### config.mk
export PLATFORM = sky130hd
export DESIGN_NAME = battery_charge_supervisor
export DESIGN_NICKNAME = d
export VERILOG_FILES = /design/src/rtl/bcs_pkg.sv /design/src/rtl/battery_charge_supervisor.sv
export VERILOG_INCLUDE_DIRS = /design/src /design/src/rtl
export SDC_FILE = /design/constraint.sdc
export NUM_CORES = 1
export LEC_CHECK = 0
export ABC_AREA = 1
export BUFFER_PORTS_ARGS = -buffer_cell sky130_fd_sc_hd__buf_2
export CORE_ASPECT_RATIO = 2
export CORE_MARGIN = 2
export CORE_UTILIZATION = 55
export DETAILED_ROUTE_END_ITERATION = 8
export PLACE_DENSITY = 0.82
export RECOVER_POWER = 100
export SYNTH_ARGS = -nofsm -noshare
export SYNTH_HDL_FRONTEND = slang
export SYNTH_SLANG_ARGS = --single-unit
export TNS_END_PERCENT = 1
### constraint.sdc
create_clock -name clk_i -period 4.25 [get_ports clk_i]
set_input_delay 0.425 -clock clk_i [delete_from_list [all_inputs] [get_ports clk_i]]
set_output_delay 0.425 -clock clk_i [all_outputs]
set_load 0.01 [all_outputs]
### src/rtl/battery_charge_supervisor_assert.svh
// assertion macros for the battery charge supervisor
`ifndef BATTERY_CHARGE_SUPERVISOR_ASSERT_SVH
`define BATTERY_CHARGE_SUPERVISOR_ASSERT_SVH

`ifndef SYNTHESIS
// property holds at every clock edge outside reset
`define BCS_ASSERT(name, prop) \
  name: assert property (@(posedge clk_i) disable iff (!rst_ni) prop) \
    else $error("bcs assertion failed");
// consequent holds in the cycle after the antecedent
`define BCS_ASSERT_NEXT(name, ante, cons) \
  name: assert property (@(posedge clk_i) disable iff (!rst_ni) (ante) |=> (cons)) \
    else $error("bcs assertion failed");
`else
`define BCS_ASSERT(name, prop)
`define BCS_ASSERT_NEXT(name, ante, cons)
`endif

`endif

### src/rtl/bcs_pkg.sv
// types and constants for the battery charge supervisor
`default_nettype none

package bcs_pkg;

  localparam int unsigned AvgCountDef   = 10;
  localparam int unsigned SampleBitsDef = 12;

  localparam int unsigned ThreshW = 12;
  localparam int unsigned DebW    = 4;
  localparam int unsigned CfgIdxW = 3;

  localparam int unsigned ColdSevereRst = 3500;
  localparam int unsigned ColdRst       = 3000;
  localparam int unsigned NormalRst     = 1200;
  localparam int unsigned WarmRst       = 1000;
  localparam logic [DebW-1:0] DebounceRst = 4'd5;

  typedef enum logic [CfgIdxW-1:0] {
    CfgColdSevere = 3'd0,
    CfgCold       = 3'd1,
    CfgNormal     = 3'd2,
    CfgWarm       = 3'd3,
    CfgDebounce   = 3'd4
  } cfg_idx_e;

  typedef enum logic [2:0] {
    LvlColdest = 3'd0,
    LvlCold    = 3'd1,
    LvlNormal  = 3'd2,
    LvlWarm    = 3'd3,
    LvlHot     = 3'd4
  } temp_level_e;

  typedef struct packed {
    logic [11:0] ntc_sample;
    logic        dc_removed;
    logic        status_charging_pin;
    logic        status_done_pin;
  } bcs_in_t;

  typedef struct packed {
    logic [2:0] temperature_level;
    logic       over_limit;
    logic       charge_enable;
    logic       charge_complete;
    logic       charging_seen;
  } bcs_out_t;

  typedef struct packed {
    logic            state;
    logic [DebW-1:0] cnt;
  } deb_t;

  // one debounce step; high_read is the raw pin level
  function automatic deb_t deb_step(deb_t cur, logic high_read, logic [DebW-1:0] reload);
    deb_t            nxt;
    logic            agrees;
    logic [DebW-1:0] dec;
    nxt    = cur;
    agrees = cur.state ? ~high_read : high_read;
    dec    = cur.cnt - DebW'(1);
    if (agrees) begin
      nxt.cnt = reload;
    end else if (cur.cnt != '0) begin
      if (dec == '0) begin
        nxt.cnt   = reload;
        nxt.state = ~cur.state;
      end else begin
        nxt.cnt = dec;
      end
    end
    return nxt;
  endfunction

endpackage

`default_nettype wire

### src/rtl/battery_charge_supervisor.sv
// battery charge supervisor: one result item per accepted tick item
// an accepted item passes through the input register, then the result register
// throughput: one item per cycle; ready falls only while both registers hold unaccepted items
// classification compares the running sum against thresholds pre-scaled by AVG_COUNT
// reset (async, active low): empty pipeline, level normal, charging disabled, default thresholds
`default_nettype none

module battery_charge_supervisor
  import bcs_pkg::*;
#(
  parameter int unsigned AVG_COUNT   = AvgCountDef,
  parameter int unsigned SAMPLE_BITS = SampleBitsDef
) (
  input  wire logic                clk_i,
  input  wire logic                rst_ni,
  input  wire logic                cfg_we_i,
  input  wire logic [CfgIdxW-1:0]  cfg_idx_i,
  input  wire logic [ThreshW-1:0]  cfg_wdata_i,
  input  wire logic                in_valid_i,
  output logic                     in_ready_o,
  input  wire bcs_in_t             in_item_i,
  output logic                     out_valid_o,
  input  wire logic                out_ready_i,
  output bcs_out_t                 out_item_o
);

  localparam int unsigned SumW = $clog2(AVG_COUNT * ((2 ** SAMPLE_BITS) - 1) + 1);
  localparam int unsigned ThrW = $clog2(AVG_COUNT * ((2 ** ThreshW) - 1) + 1);
  localparam int unsigned CntW = (AVG_COUNT > 1) ? $clog2(AVG_COUNT) : 1;

  localparam logic [ThrW-1:0] ColdSevereScaled = ThrW'(ColdSevereRst * AVG_COUNT);
  localparam logic [ThrW-1:0] ColdScaled       = ThrW'(ColdRst * AVG_COUNT);
  localparam logic [ThrW-1:0] NormalScaled     = ThrW'(NormalRst * AVG_COUNT);
  localparam logic [ThrW-1:0] WarmScaled       = ThrW'(WarmRst * AVG_COUNT);
  localparam logic [CntW-1:0] CntLast          = CntW'(AVG_COUNT - 1);

  // thresholds held pre-multiplied: avg >= t is the same as sum >= t * AVG_COUNT
  logic [ThrW-1:0] thr_csev_q, thr_cold_q, thr_norm_q, thr_warm_q;
  logic [DebW-1:0] deb_ticks_q;

  logic            in_vld_q;
  bcs_in_t         in_q;
  logic            out_vld_q;
  bcs_out_t        out_q, out_d;

  logic [SumW-1:0] sum_q, sum_d;
  logic [CntW-1:0] count_q, count_d;
  temp_level_e     level_q, level_d;
  deb_t            chg_q, chg_d, done_q, done_d;
  logic            complete_q, complete_d;
  logic            enable_q, enable_d;

  logic            advance;
  logic            last;
  logic [ThrW-1:0] sum_add;
  logic [ThrW-1:0] scaled_wdata;

  assign advance     = in_vld_q && (!out_vld_q || out_ready_i);
  assign in_ready_o  = !in_vld_q || advance;
  assign out_valid_o = out_vld_q;
  assign out_item_o  = out_q;

  assign scaled_wdata = ThrW'(cfg_wdata_i) * ThrW'(AVG_COUNT);

  always_ff @(posedge clk_i or negedge rst_ni) begin
    if (!rst_ni) begin
      thr_csev_q  <= ColdSevereScaled;
      thr_cold_q  <= ColdScaled;
      thr_norm_q  <= NormalScaled;
      thr_warm_q  <= WarmScaled;
      deb_ticks_q <= DebounceRst;
    end else if (cfg_we_i) begin
      unique case (cfg_idx_i)
        CfgColdSevere: thr_csev_q  <= scaled_wdata;
        CfgCold:       thr_cold_q  <= scaled_wdata;
        CfgNormal:     thr_norm_q  <= scaled_wdata;
        CfgWarm:       thr_warm_q  <= scaled_wdata;
        CfgDebounce:   deb_ticks_q <= cfg_wdata_i[DebW-1:0];
        default: ;
      endcase
    end
  end

  always_comb begin
    sum_add    = ThrW'(sum_q) + ThrW'(in_q.ntc_sample[SAMPLE_BITS-1:0]);
    last       = (count_q == CntLast);
    sum_d      = last ? '0 : SumW'(sum_add);
    count_d    = last ? '0 : count_q + CntW'(1);
    level_d    = level_q;
    chg_d      = chg_q;
    done_d     = done_q;
    complete_d = complete_q;
    enable_d   = enable_q;

    if (last) begin
      if (sum_add >= thr_csev_q) begin
        level_d = LvlColdest;
      end else if (sum_add >= thr_cold_q) begin
        level_d = LvlCold;
      end else if (sum_add >= thr_norm_q) begin
        level_d = LvlNormal;
      end else if (sum_add >= thr_warm_q) begin
        level_d = LvlWarm;
      end else begin
        level_d = LvlHot;
      end
    end

    if (level_d != LvlNormal) begin
      chg_d.cnt  = deb_ticks_q;
      done_d.cnt = deb_ticks_q;
      if (enable_q) begin
        complete_d = 1'b1;
        enable_d   = 1'b0;
      end
    end else if (in_q.dc_removed) begin
      if (enable_q) begin
        complete_d = 1'b1;
        enable_d   = 1'b0;
      end
    end else begin
      enable_d = 1'b1;
      chg_d    = deb_step(chg_q, in_q.status_charging_pin, deb_ticks_q);
      // done pin judged against the freshly debounced charging pin
      if (!done_q.state) begin
        if (in_q.status_done_pin) begin
          complete_d = ~chg_d.state;
        end
      end else if (!in_q.status_done_pin && !chg_d.state) begin
        complete_d = 1'b1;
      end
      done_d = deb_step(done_q, in_q.status_done_pin, deb_ticks_q);
    end

    out_d.temperature_level = level_d;
    out_d.over_limit        = (level_d == LvlColdest) || (level_d == LvlHot);
    out_d.charge_enable     = enable_d;
    out_d.charge_complete   = complete_d;
    out_d.charging_seen     = chg_d.state;
  end

  always_ff @(posedge clk_i or negedge rst_ni) begin
    if (!rst_ni) begin
      in_vld_q   <= 1'b0;
      out_vld_q  <= 1'b0;
      sum_q      <= '0;
      count_q    <= '0;
      level_q    <= LvlNormal;
      chg_q      <= '{state: 1'b0, cnt: DebounceRst};
      done_q     <= '{state: 1'b0, cnt: DebounceRst};
      complete_q <= 1'b0;
      enable_q   <= 1'b0;
    end else begin
      if (in_ready_o) begin
        in_vld_q <= in_valid_i;
      end
      if (advance) begin
        out_vld_q  <= 1'b1;
        sum_q      <= sum_d;
        count_q    <= count_d;
        level_q    <= level_d;
        chg_q      <= chg_d;
        done_q     <= done_d;
        complete_q <= complete_d;
        enable_q   <= enable_d;
      end else if (out_ready_i) begin
        out_vld_q <= 1'b0;
      end
    end
  end

  always_ff @(posedge clk_i) begin
    if (in_ready_o && in_valid_i) begin
      in_q <= in_item_i;
    end
    if (advance) begin
      out_q <= out_d;
    end
  end

`include "battery_charge_supervisor_assert.svh"

  // charging can only be on while the temperature level is normal
  `BCS_ASSERT(a_enable_needs_normal, (level_q != LvlNormal) |-> !enable_q)
  // sum restarts from zero whenever the sample count wraps
  `BCS_ASSERT(a_sum_cleared_on_wrap, (count_q == '0) |-> (sum_q == '0))
  // state only moves when an item passes to the result register
  `BCS_ASSERT_NEXT(a_state_holds, !advance, $stable(level_q) && $stable(count_q))
  // a result item leaving unreplaced empties the result register
  `BCS_ASSERT_NEXT(a_out_drains, out_vld_q && out_ready_i && !advance, !out_vld_q)

endmodule

`default_nettype wire
==> results.toml, run 1 <==
[critical_path]
critical_path_buf_inv_count = 2
cpMaxStageDelayCell = "edfxtp_1"
crit_fanout = 15
cp_top_family = "simple AND/OR/NAND/NOR gates"
critPathCaptureType = "flip-flop"
r2r-end = "chg_q[4]$_DFFE_PN0P_"
timing.rr.start = "in_q[4]$_DFFE_PP_"
rr_worst_depth = 25
startpoint = "in_q[4]$_DFFE_PP_"
max_stage_delay_ns = 0.48
ff2ff_setup_slack_ns = 0.29
critPathMostFrequentCell = "nand2_1"
cp.arrival_ns = 4.27
worstSetupStartpointType = "flip-flop"
cp.required_ns = 4.56
worstSetupPathType = "flip-flop to flip-flop"

[synthesis]
yosysWarnings = 0
seq_area_frac_synth = 0.402
synth_area_leaders = "dfrtp_1, ha_1, nand2_1"
netlist.top_cell.by_area = "dfrtp_1"
synth_top_area_frac = 0.215
synth_fp_nets = 1104
synthArstFlopShare = 0.821
syn_area_um2 = 8040
ys_ff_latch = 123
syn_inst = 971
synth.avg_cell_area_um2 = 8.28
synth-edff-count = 22
synth_ff_type = "dfrtp_1"
synth.most_common_cell = "nand2_1"
synth_cell_types = 48
ys_top_cells_by_count = "nand2_1, inv_1, ha_1"

[clock_network]
max-clock-path-buffers = 2
tritoncts = "built"
numCtsBuffers = 17
clock-sinks = 123
clkTransAtPathRegs_ns = 0.06
h-tree-depth = 4
clockRootBuffer = "clkbuf_16"
clkLatencyLatePin_ns = 0.43

[routing]
wl_um = 19200
drtPass1Iterations = 5
num_vias = 6688
ant_nets = 0
first_iter_violations = 373
drc = 0
viasPerCell = 5.42
wire_per_inst_um = 15.6

[layout]
fin_nets = 1162
diodes = 0
postLayoutCellArea_um2 = 9040
nFillCells = 1230
drive_above_1_share = 0.137
synthToLayoutAreaGrowth_pct = 12.5

[timing]
tns_ns = 0
worst_slew_pin_slew_ns = 3.28
finClkSkew_ns = 0.0114
fin_crit_sh = 0.932
fmax_mhz = 252
slew_headroom = -1.19
fin_crit_ns = 3.96
finalMaxSlewViolations = 60
hold_viol = 0
rsz0062_at_grt = "no"
setup_viol = 0

[die]
start_util = 0.560
dieArea_um2 = 15700
std_cell_rows = 62
fp.dieW_um = 89.5
core_area_um2 = 14400
chipHeight_um = 175
ios = 44

[hold_path]
min-delay-path-class = "input pin to flip-flop"
min_path_cells = 1
min_from = "in_item_i[9]"
worstHoldEndpoint = "in_q[9]$_DFFE_PP_"

[place]
gp_congestion = 0.926
port_buffers = 43
dp_hpwl_um = 14600
placed_area_um2 = 8510

[outcome]
status = "finished with violations"
violations = "max-capacitance violations, max-slew violations"

[pwr]
ir_drop_uv = 305
p_per_area_nw_per_um2 = 810
p_leak_nw = 4.68
power_mw = 7.32

[grt]
grt_pass1_wl_um = 31600
grt_pass1_vias = 6722
overflow = 0
grt_usage = 0.267
grt_max_degree = 60
antenna_found_initial = 0

[run]
max-cap-violations = 1
## final cells by class
cell class                      count  area (um2)  share of cell area
Sequential cell                   123        3230               0.357
Inverter                          149         559              0.0618
Timing Repair Buffer               54         265              0.0293
Clock inverter                      8        66.3             0.00733
Clock buffer                       24         493              0.0545
Multi-Input combinational cell    684        4190               0.464
Tap cell                          192         240              0.0266
## state kept, by name, summed over array words and instances, names as in the netlist, 7 cells and up
register	flops
thr_cold_q	15
thr_norm_q	15
thr_csev_q	15
out_item_o	7
in_q	15
sum_q	16
thr_warm_q	15
## where the power goes
part	total, mW	internal, mW	switching [mW]
Combinational	4.13	1.52	2.61
Sequential	1.81	1.61	0.195
Clock	1.39	0.863	0.523
Total	7.32	4.00	3.32
## worst max path at each step
stage	to	depth (start not counted)
finish	chg_q[4]$_DFFE_PN0P_	25
global route	chg_q[4]$_DFFE_PN0P_	26
CTS	out_item_o[0]$_DFFE_PP_	23
detailed placement	out_item_o[0]$_DFFE_PP_	23
global placement	out_item_o[0]$_DFFE_PP_	21
floorplan	out_item_o[0]$_DFFE_PP_	25
## cell families after synthesis
logic type,share of synthesized area
adders and majority gates,0.154
AOI/OAI and AO/OA,0.115
buffers and inverters,0.0781
xor gates and xnor gates,0.0272
and+or+nand+nor,0.223
DFF,0.402
muxes,0.00140
## stage by stage
step                      setup WS (ns)  instances   util  hold slack, ns
final                             0.287       1234  0.630           0.173
after global routing            0.00641       1234  0.630           0.168
after CTS                        0.0584       1234  0.632           0.103
after detailed placement          0.156       1202  0.593           0.459
after global placement            0.145       1202  0.593           0.460
after floorplan                   0.716        971      -           0.129
## placed cells by master (no fill, tap or decap), drive strengths merged
cell and count:
o211ai 3, nor2 47, nand2 280, clkinv 7
bufinv 1, a21oi 47, inv 149, o31ai 1
ha 96, xor2 12, o21a 1, nand4 7
nand2b 1, a21o 4, dfstp 32, nand3 54
xnor2 13, nand3b 2, a31oi 1, buf 35
a21boi 2, o21ai 88, edfxtp 22, dfrtp 69
nor3 6, and2 3, clkbuf 43, o22ai 2
mux2 1, fa 2, or2 2, a22o 9
## metal layers
metal | track usage | wire (um) | vias to the layer above
met5 | 0 | 0 | -
met4 | 0.187 | 1470 | 0
met3 | 0.0402 | 706 | 80
met2 | 0.466 | 10200 | 200
met1 | 0.280 | 6820 | 3136
li1 | - | - | 3272
## repair_timing
action                     4_1_cts  5_1_grt
hold buffers                     0        0
setup endpoints to repair        0       15
hold endpoints to repair         0        0
resized for setup                0        6
setup buffers                    0        0
Note: power is estimated with default switching activity, not from simulation.
==> run 2, diff against run 1 <==
--- a/config.mk
+++ b/config.mk
@@ -14,6 +14,7 @@
 export DETAILED_ROUTE_END_ITERATION = 8
 export PLACE_DENSITY = 0.82
 export RECOVER_POWER = 100
+export REMOVE_ABC_BUFFERS = 1
 export SYNTH_ARGS = -nofsm -noshare
 export SYNTH_HDL_FRONTEND = slang
 export SYNTH_SLANG_ARGS = --single-unit
==> run 2 against run 1 <==
The run still ends with max-capacitance violations, max-slew violations left. Die area did not move. Via count fell by 0.94%. Hold slack got worse by 0.0069 ns. Final area rose by 0.82%. Wire length fell by 0.89%. Global-route usage fell by 0.73 points. Clock power rose by 9%. First-iteration DRC count rose by 3.2%. Critical path depth rose by 1. Highest routed layer unchanged.
==> results.toml, run 2 (synthesis results as in run 1) <==
[outcome]
status = "finished with violations"
violations = "max-capacitance violations, max-slew violations"

[critical_path]
critPathMostFrequentCell = "nand2_1"
crit_fanout = 10
worstSetupPathType = "flip-flop to flip-flop"
worstSetupStartpointType = "flip-flop"
timing.rr.start = "in_q[5]$_DFFE_PP_"
rr_worst_depth = 26
r2r-end = "done_q[0]$_DFFE_PN1P_"
cpMaxStageDelayCell = "edfxtp_1"
critical_path_buf_inv_count = 2
critPathCaptureType = "flip-flop"
ff2ff_setup_slack_ns = 0.30
cp_top_family = "simple AND/OR/NAND/NOR gates"
cp.required_ns = 4.62
max_stage_delay_ns = 0.37
cp.depth = 26
cp.arrival_ns = 4.32

[layout]
mostFrequentLayoutCells = "nand2_1, inv_1, ha_1"
diodes = 0
drive_above_1_share = 0.143
largest_register_ffs = 16
fin_nets = 1162
synthToLayoutAreaGrowth_pct = 13.4
postLayoutCellArea_um2 = 9120
final_common_cell = "nand2_1"
largest-register = "sum_q"

[pwr]
p_leak_nw = 4.69
ir_drop_uv = 345
p_switching_mw = 3.33
seqPwrFrac = 0.244
p_per_area_nw_per_um2 = 815
pwr-share-comb = 0.551
p_sw_frac = 0.448
internal_power_mw = 4.10
clock_power_share = 0.205

[place]
dp_hpwl_um = 14500
port_buffers = 43
gp_congestion = 0.920
placed_area_um2 = 8500

[routing]
drc = 0
num_vias = 6625
wl_met3_um = 613
viasPerCell = 5.37
first_iter_violations = 385
drtPass1Iterations = 5
routed.top_layer = "met4"
wl_um = 19100
ant_nets = 0
wire_per_inst_um = 15.4
met2_length_um = 10600
wl_met1_um = 6870

[timing]
worst_slew_pin_slew_ns = 3.42
finClkSkew_ns = 0.0103
finalMaxSlewViolations = 63
hold_viol = 0
slew_headroom = -1.28
fin_crit_sh = 0.929
fin_crit_ns = 3.95
fmax_mhz = 253
tns_ns = 0
setup_viol = 0
hold_slack_ns = 0.166

[hold_path]
min_path_cells = 1
min_from = "in_item_i[13]"
worstHoldEndpoint = "in_q[13]$_DFFE_PP_"
min-delay-path-class = "input pin to flip-flop"

[die]
fp.dieW_um = 89.5
core_area_um2 = 14400
start_util = 0.560
std_cell_rows = 62
dieArea_um2 = 15700
chipHeight_um = 175
ios = 44

[grt]
grt_pass1_vias = 6540
antenna_found_initial = 0
overflow = 0
grt_usage = 0.260
grt_max_degree = 63
grt_pass1_wl_um = 30700

[clock_network]
clkTransAtPathRegs_ns = 0.06
clockRootBuffer = "clkbuf_16"
clkLatencyLatePin_ns = 0.43
tritoncts = "built"
numCtsBuffers = 17
h-tree-depth = 4
clock-sinks = 123
max-clock-path-buffers = 2

[run]
max-cap-violations = 1
## run 2: cell count changes in the layout (fill, tap and decap cells not counted), moves of 3 or more
cell	change
clkinvlp_4	+5
clkinv_2	-3
o21ai_1	+4
clkbuf_1	-4
bufinv_16	+3
o21ai_0	-4
## run 2: worst reg2reg max path, delay by kind of cell, from the launching register on
family / cells / cell delay (ns)
xor gates and xnor gates: 1 / 0.27
and+or+nand+nor: 15 / 1.40
AOI/OAI and AO/OA: 6 / 0.95
buffers and inverters: 2 / 0.23
DFF: 1 / 0.37
adders and majority gates: 2 / 0.66
## run 2: routing by layer
metal	up-vias	track usage
li1	3276	-
met1	3103	0.261
met2	181	0.478
met3	65	0.0468
met4	0	0.145
met5	-	0
## run 2: through the flow
| step | setup slack (ns) | util | power [mW] | instances |
|---|---|---|---|---|
| global route | -0.0600 | 0.635 | 8.03 | 1234 |
| floorplan | 0.687 | - | 4.71 | 956 |
| CTS | 0.145 | 0.636 | 7.39 | 1233 |
| detailed placement | 0.236 | 0.593 | 5.80 | 1201 |
| global placement | 0.343 | 0.593 | 5.68 | 1201 |
| finish | 0.304 | 0.635 | 7.43 | 1234 |
## run 2: cell type report
class,count,area (um2)
clock inverters,15,199
well taps,192,240
flip-flops and latches,123,3230
clock buffers,17,425
multi-input cells,684,4200
inverters,149,559
repair buffers,54,265
fillers,1198,5230
## run 2: worst max-delay path by stage
stage | start | end | slack, ns
after global placement | in_q[5]$_DFFE_PP_ | out_item_o[0]$_DFFE_PP_ | 0.34
after floorplan | in_q[5]$_DFFE_PP_ | out_item_o[0]$_DFFE_PP_ | 0.69
after global routing | in_q[5]$_DFFE_PP_ | chg_q[4]$_DFFE_PN0P_ | -0.06
final | in_q[5]$_DFFE_PP_ | done_q[0]$_DFFE_PN1P_ | 0.30
after CTS | in_q[5]$_DFFE_PP_ | out_item_o[0]$_DFFE_PP_ | 0.15
after detailed placement | in_q[5]$_DFFE_PP_ | out_item_o[0]$_DFFE_PP_ | 0.24
## run 2: power groups by stage
stage / Combinational (mW) / Sequential, mW / Clock [mW]
5_1_grt: 4.61 / 1.85 / 1.58
6_report: 4.10 / 1.81 / 1.52
4_1_cts: 4.06 / 1.80 / 1.53
2_1_floorplan: 2.94 / 1.78 / 0
3_3_place_gp: 3.87 / 1.81 / 0
3_5_place_dp: 3.99 / 1.82 / 0
## run 2: timing repair
action / CTS / global route
gates resized for setup: 0 / 6
endpoints found under the setup margin: 0 / 14
buffers inserted: 0 / 1
hold buffers: 0 / 0
